## config.mk

```make
export PLATFORM = sky130hd
export DESIGN_NAME = bps_isqrt
export DESIGN_NICKNAME = d
export VERILOG_FILES = /design/src/hw/rtl/bps_isqrt.sv
export SDC_FILE = /design/constraint.sdc
export NUM_CORES = 2
export LEC_CHECK = 0
export ABC_CLOCK_PERIOD_IN_PS = 6850
export BUFFER_PORTS_ARGS = -buffer_cell sky130_fd_sc_hd__buf_2
export CAP_MARGIN = 5
export CORE_ASPECT_RATIO = 0.8
export CORE_MARGIN = 8
export CORE_UTILIZATION = 40
export CTS_BUF_LIST = sky130_fd_sc_hd__clkbuf_16
export CTS_CLUSTER_DIAMETER = 60
export DETAILED_ROUTE_END_ITERATION = 16
export HOLD_SLACK_MARGIN = 0.03
export PLACE_DENSITY = 0.59
export SLEW_MARGIN = 10
export SYNTH_ARGS = -nofsm -noshare
export SYNTH_HDL_FRONTEND = slang
export SYNTH_SLANG_ARGS = --single-unit
export TNS_END_PERCENT = 50
```

## constraint.sdc

```tcl
create_clock -name clk -period 6.85 [get_ports clk]
set_input_delay 0.685 -clock clk [delete_from_list [all_inputs] [get_ports clk]]
set_output_delay 0.685 -clock clk [all_outputs]
set_load 0.01 [all_outputs]
```

## src/hw/rtl/bps_isqrt.sv

```systemverilog
// Pipelined integer square root, one result bit per stage, with a sideband word.
module bps_isqrt #(
  parameter int W  = 62,
  parameter int SW = 1
) (
  input  logic          clk,
  input  logic          rst,
  input  logic          en,
  input  logic          in_valid,
  input  logic [W-1:0]  radicand,
  input  logic [SW-1:0] in_side,
  output logic          out_valid,
  output logic [W/2-1:0] root,
  output logic [SW-1:0] out_side
);

  localparam int K = W / 2;

  logic [W-1:0]  rem_q  [K];
  logic [W-1:0]  res_q  [K];
  logic          vld_q  [K];
  logic [SW-1:0] side_q [K];

  for (genvar g = 0; g < K; g++) begin : g_step
    localparam logic [W-1:0] BIT = W'(1) << (2 * (K - 1 - g));
    logic [W-1:0]  src_rem;
    logic [W-1:0]  src_res;
    logic [W-1:0]  trial;
    logic          src_v;
    logic [SW-1:0] src_side;

    if (g == 0) begin : g_first
      assign src_rem  = radicand;
      assign src_res  = '0;
      assign src_v    = in_valid;
      assign src_side = in_side;
    end else begin : g_next
      assign src_rem  = rem_q[g-1];
      assign src_res  = res_q[g-1];
      assign src_v    = vld_q[g-1];
      assign src_side = side_q[g-1];
    end

    assign trial = src_res + BIT;

    always_ff @(posedge clk) begin
      if (rst) begin
        vld_q[g] <= 1'b0;
      end else if (en) begin
        vld_q[g] <= src_v;
      end
    end

    always_ff @(posedge clk) begin
      if (en) begin
        side_q[g] <= src_side;
        if (src_rem >= trial) begin
          rem_q[g] <= src_rem - trial;
          res_q[g] <= (src_res >> 1) + BIT;
        end else begin
          rem_q[g] <= src_rem;
          res_q[g] <= src_res >> 1;
        end
      end
    end
  end

  assign out_valid = vld_q[K-1];
  assign root      = res_q[K-1][K-1:0];
  assign out_side  = side_q[K-1];

endmodule

```

* Yosys cells after proc, flatten, opt, wreduce, memory -nomap -nowiden
Memory sizes are Yosys's and may differ from the RTL's.
Cells that the tools add are included.
** Operators by class
- Add/sub/neg operators :: 91
- Magnitude comparators :: 31
- Mux-type cells :: 285
- Bitwise operators :: 93
** Operators by type and width (number)
- $mux W62 :: 62
- $ge A62 B62 Y1 :: 30
- $sub A62 B62 Y62 :: 30
- $mux W1 :: 223
- $or A1 B1 Y1 :: 93
- $add A61 B1 Y62 const B :: 1
- $add A61 B11 Y62 const B :: 1
- $add A61 B13 Y62 const B :: 1
- $add A61 B15 Y62 const B :: 1
- $add A61 B17 Y62 const B :: 1
- $add A61 B19 Y62 const B :: 1
- $add A61 B21 Y62 const B :: 1
- $add A61 B23 Y62 const B :: 1
- $add A61 B25 Y62 const B :: 1
- $add A61 B27 Y62 const B :: 1
- $add A61 B29 Y62 const B :: 1
- $add A61 B3 Y62 const B :: 1
- $add A61 B31 Y62 const B :: 1
- $add A61 B33 Y62 const B :: 1
- $add A61 B35 Y62 const B :: 1
- $add A61 B37 Y62 const B :: 1
- $add A61 B39 Y62 const B :: 1
- $add A61 B41 Y62 const B :: 1
- $add A61 B43 Y62 const B :: 1
- 43 further kinds :: 43
** Storage, ports and cells
- Register bits after elaboration :: 0
- Memory bits (writable) :: 3906
- Output and inout bits :: 33
- Memories kept :: 4
** Memory list
- rem_q :: depth 31, width 62, read ports 30, clocked after Yosys merged registers in 0, write ports 31, RTL line 19 : logic [W-1:0] rem_q [K];
- res_q :: depth 31, width 62, read ports 31, clocked after Yosys merged registers in 0, write ports 31, RTL line 20 : logic [W-1:0] res_q [K];
- side_q :: depth 31, width 1, read ports 31, clocked after Yosys merged registers in 0, write ports 31, RTL line 22 : logic [SW-1:0] side_q [K];
- vld_q :: depth 31, width 1, read ports 31, clocked after Yosys merged registers in 0, write ports 31, RTL line 21 : logic vld_q [K];

* Longest topological paths before layout
An unclocked memory read counts as a cell.
- Word-level depth :: 7
- Mapped depth :: 14
- Mapped depth without buffers :: 13

* Least setup slack after synthesis
No wires, ideal clock.
- Kind :: input to register
- Start :: input port en
- End :: memory rem_q[24][0] (netlist: rem_q[1][496]) (enable)
- Arrival time :: 4.132 ns
- Required time :: 6.374 ns
- Path slack :: 2.242 ns
- Stages :: 5
- Path buffers :: 5
- Path through :: clkbuf_1 clkbuf_1 clkbuf_1 clkbuf_1 clkbuf_1
** RTL lines
- from (decl) :: RTL line 8 : input logic en,
- to (decl) :: RTL line 19

==> metrics.txt <==
leakage=48.0 nW; f_max=200 MHz; Seq/Total Area, Yosys=62.7%; # DRC=0; Final setup violation count=0; CP arrival=5.54 ns; max-slew violations=0; CP Data Required Time=7.38 ns; Tot GR Track Use=19.2%; Power Density=332 nW/um2; Syn Area/Cell=12.5 um2; routed length per placed instance=22.5 um; Core Box Area=288000 um2; Setup crit end kind=flop; synth warn=0; total CTS buffers=267; met1 usage=30.3%; routing usage on met2=26.5%; synth top area cells=edfxtp_1 63%, ha_1 5.7%, xnor2_1 3.3%, xor2_1 3.0%, nand2_1 2.3%; Hold-fix buffers, CTS=62; initial antenna violation count=11; Seq cells post-synth=2418; crit path launch type=flop; CP Class=reg -> reg; synthesized cell area=116000 um2; Final Critical Period=5.00 ns; die width=618 um; Final Util=45.2%; Layout Nets=10.2k; global route overflow=0; Worst-Skew Late Latency=0.88 ns; busiest grt layer=met1; vias in the first global route=72.4k; Net Sw Frac=30.4%; largest net degree at the start of global routing=167; Rows=176; Post-CTS Setup Bufs=0; global routing usage on met3=4.64%; DR pass1 iterations=8; WL final=306000 um; most frequently used flop master after synthesis=edfxtp_1; Synth top area share=62.7%; Die Y=497 um; Synth async-reset ratio=0%; layout cells sized above 1=7.34%; DIE AREA=307000 um2; post-route ant nets=0; number of flops mapped to enable cells by yosys=2418; Via density=5.55; Clk network pwr share=32.0%; Vias=75.6k; Initial Util=40.2%; status=finished, final reports clean; first-pass GRT wire length=459000 um; Synth Instances=9291; final worst-path cycle share=73.0%; Gate power share=21.0%; RSZ-0062 raised after global routing=false; Bufs on Longest Clock Path=4; IO buf count=99; Clock Tree Root=clkbuf_16; Reg clk slew, reported paths=0.06 ns; GP Congestion=0.967; Synth cell types=86; hpwl dp=233000 um; post-cts resize count=0; Iter 0 DRT Violations=7972; Least-Margin Pin Slew=1.28 ns; Worst slew margin=13.8%; hold slack final=0.152 ns; worst clock skew=0.102 ns; max-cap violations=0; setup_tns=0 ns; Yosys top cell by area=edfxtp_1; Fin. Hold Viols=0; Power Internal=0.0301 W; Syn Nets=9883; CTS tree=yes; worst ir drop on vdd=0.210 mV; sequential group share of total power=47.1%; Hold/Removal Path Class=in -> reg; htree depth=5; area growth from synthesis to layout=12.3%; clock tree sinks=2418; critical path fanouts, max=11; Ports=100; P_sw=0.0131 W
## routing by layer
layer	vias up	part of all wire, %	wire length (um)
met3	381	9.1	27900
met1	37000	49	151000
met5	-	0	0
li1	35400	-	-
met2	2819	40	121000
met4	0	2.0	6250
## through the flow
stage / total power (W) / instances / cell area (um2) / worst slack (ns)
after floorplan: 0.0262 / 9291 / 116000 / 2.24
after global placement: 0.0293 / 13100 / 121000 / 2.07
after detailed placement: 0.0294 / 13100 / 121000 / 2.06
after CTS: 0.0434 / 13600 / 130000 / 2.03
after global routing: 0.0452 / 13600 / 130000 / 1.62
final: 0.0432 / 13600 / 130000 / 1.85
## cell usage in the layout (no fill, tap or decap), types with 23 or more instances in the layout
cell type and n:
nand3b_1 26, clkinv_2 43, o31ai_1 25, nor3_1 268, nand4_1 158, inv_1 681, a21boi_0 26, and3_1 39
xnor2_1 436, nand3_1 160, nor2_1 576, buf_2 98, clkbuf_16 271, o211ai_1 30, nand2_1 712, ha_1 525
clkinv_1 53, nor4_1 341, o21ai_0 519, or2_2 44, a31oi_1 45, o21a_1 90, nand2b_1 120, a21oi_1 470
or3_1 105, xor2_1 392, dlygate4sd3_1 62, or4_1 59, and2_1 52, mux2_2 67, o21bai_1 40, a21o_1 199
buf_4 75, nor4b_1 53, edfxtp_1 2418, nor2b_1 71, nand4b_1 23, a211oi_1 45
## critical path: stages, from the launching register on
cell and delay (ns):
edfxtp_1 0.42, inv_1 0.06, ha_1 0.47, and3_1 0.25, nand3_1 0.21, or3_1 0.46
or3_1 0.55, o2111ai_1 0.82, a311oi_4 0.23, nor2_1 0.26, nand3_1 0.41, nor4_1 0.44
xor2_1 0.12
## flip-flops by register name (all words and copies together) (netlist names)
signal and flops:
res_q 496, rem_q 1860, vld_q 31, side_q 31
## power groups by stage
stage | Sequential (W) | Combinational [W] | Clock [W]
5_1_grt | 0.0205 | 0.00998 | 0.0147
2_1_floorplan | 0.0198 | 0.00637 | 0
4_1_cts | 0.0203 | 0.00890 | 0.0142
3_3_place_gp | 0.0206 | 0.00872 | 0
6_report | 0.0203 | 0.00906 | 0.0138
3_5_place_dp | 0.0206 | 0.00880 | 0
## worst paths after layout
path | from | end | slack (ns) | cells after the start
setup / recovery | res_q[25][25] | rem_q[1][681] | 1.85 | 12
hold / removal | radicand[61] | rem_q[0][61] | 0.15 | 3
setup reg to reg | res_q[25][25] | rem_q[1][681] | 1.85 | 12
hold reg to reg | side_q[1][2] | side_q[1][3] | 0.39 | 0
## layout make-up
cell class	count	area (um2)
clock inverters	193	1530
flip-flops and latches	2418	72600
inverters	644	2420
fillers	25600	158000
clock buffers	271	6780
well taps	3827	4790
diodes	3	7.51
repair buffers	244	1850
multi-input cells	6010	40100
## Yosys cell counts, types with 53 or more instances
cell type	n
nand2_1	712
nor3_1	269
or3_1	105
nor4_1	346
or4_1	59
a21oi_1	470
a21o_1	199
nand3_1	160
o21a_1	90
inv_1	642
o21ai_0	523
nor4b_1	53
nand2b_1	120
nor2b_1	71
ha_1	525
nand4_1	158
nor2_1	577
xor2_1	392
clkbuf_1	210
edfxtp_1	2418
mux2_2	67
xnor2_1	436
## logic make-up after synthesis
kind of cell	after synthesis	share of synthesized area, %
and+or+nand+nor	2881	12.7
adders and majority gates	525	5.67
AOI/OAI and AO/OA	1697	9.06
muxes	79	0.755
DFF	2418	62.7
xor gates and xnor gates	828	6.26
buffers and inverters	863	2.80
No activity file was read; power rests on OpenSTA's default activity.
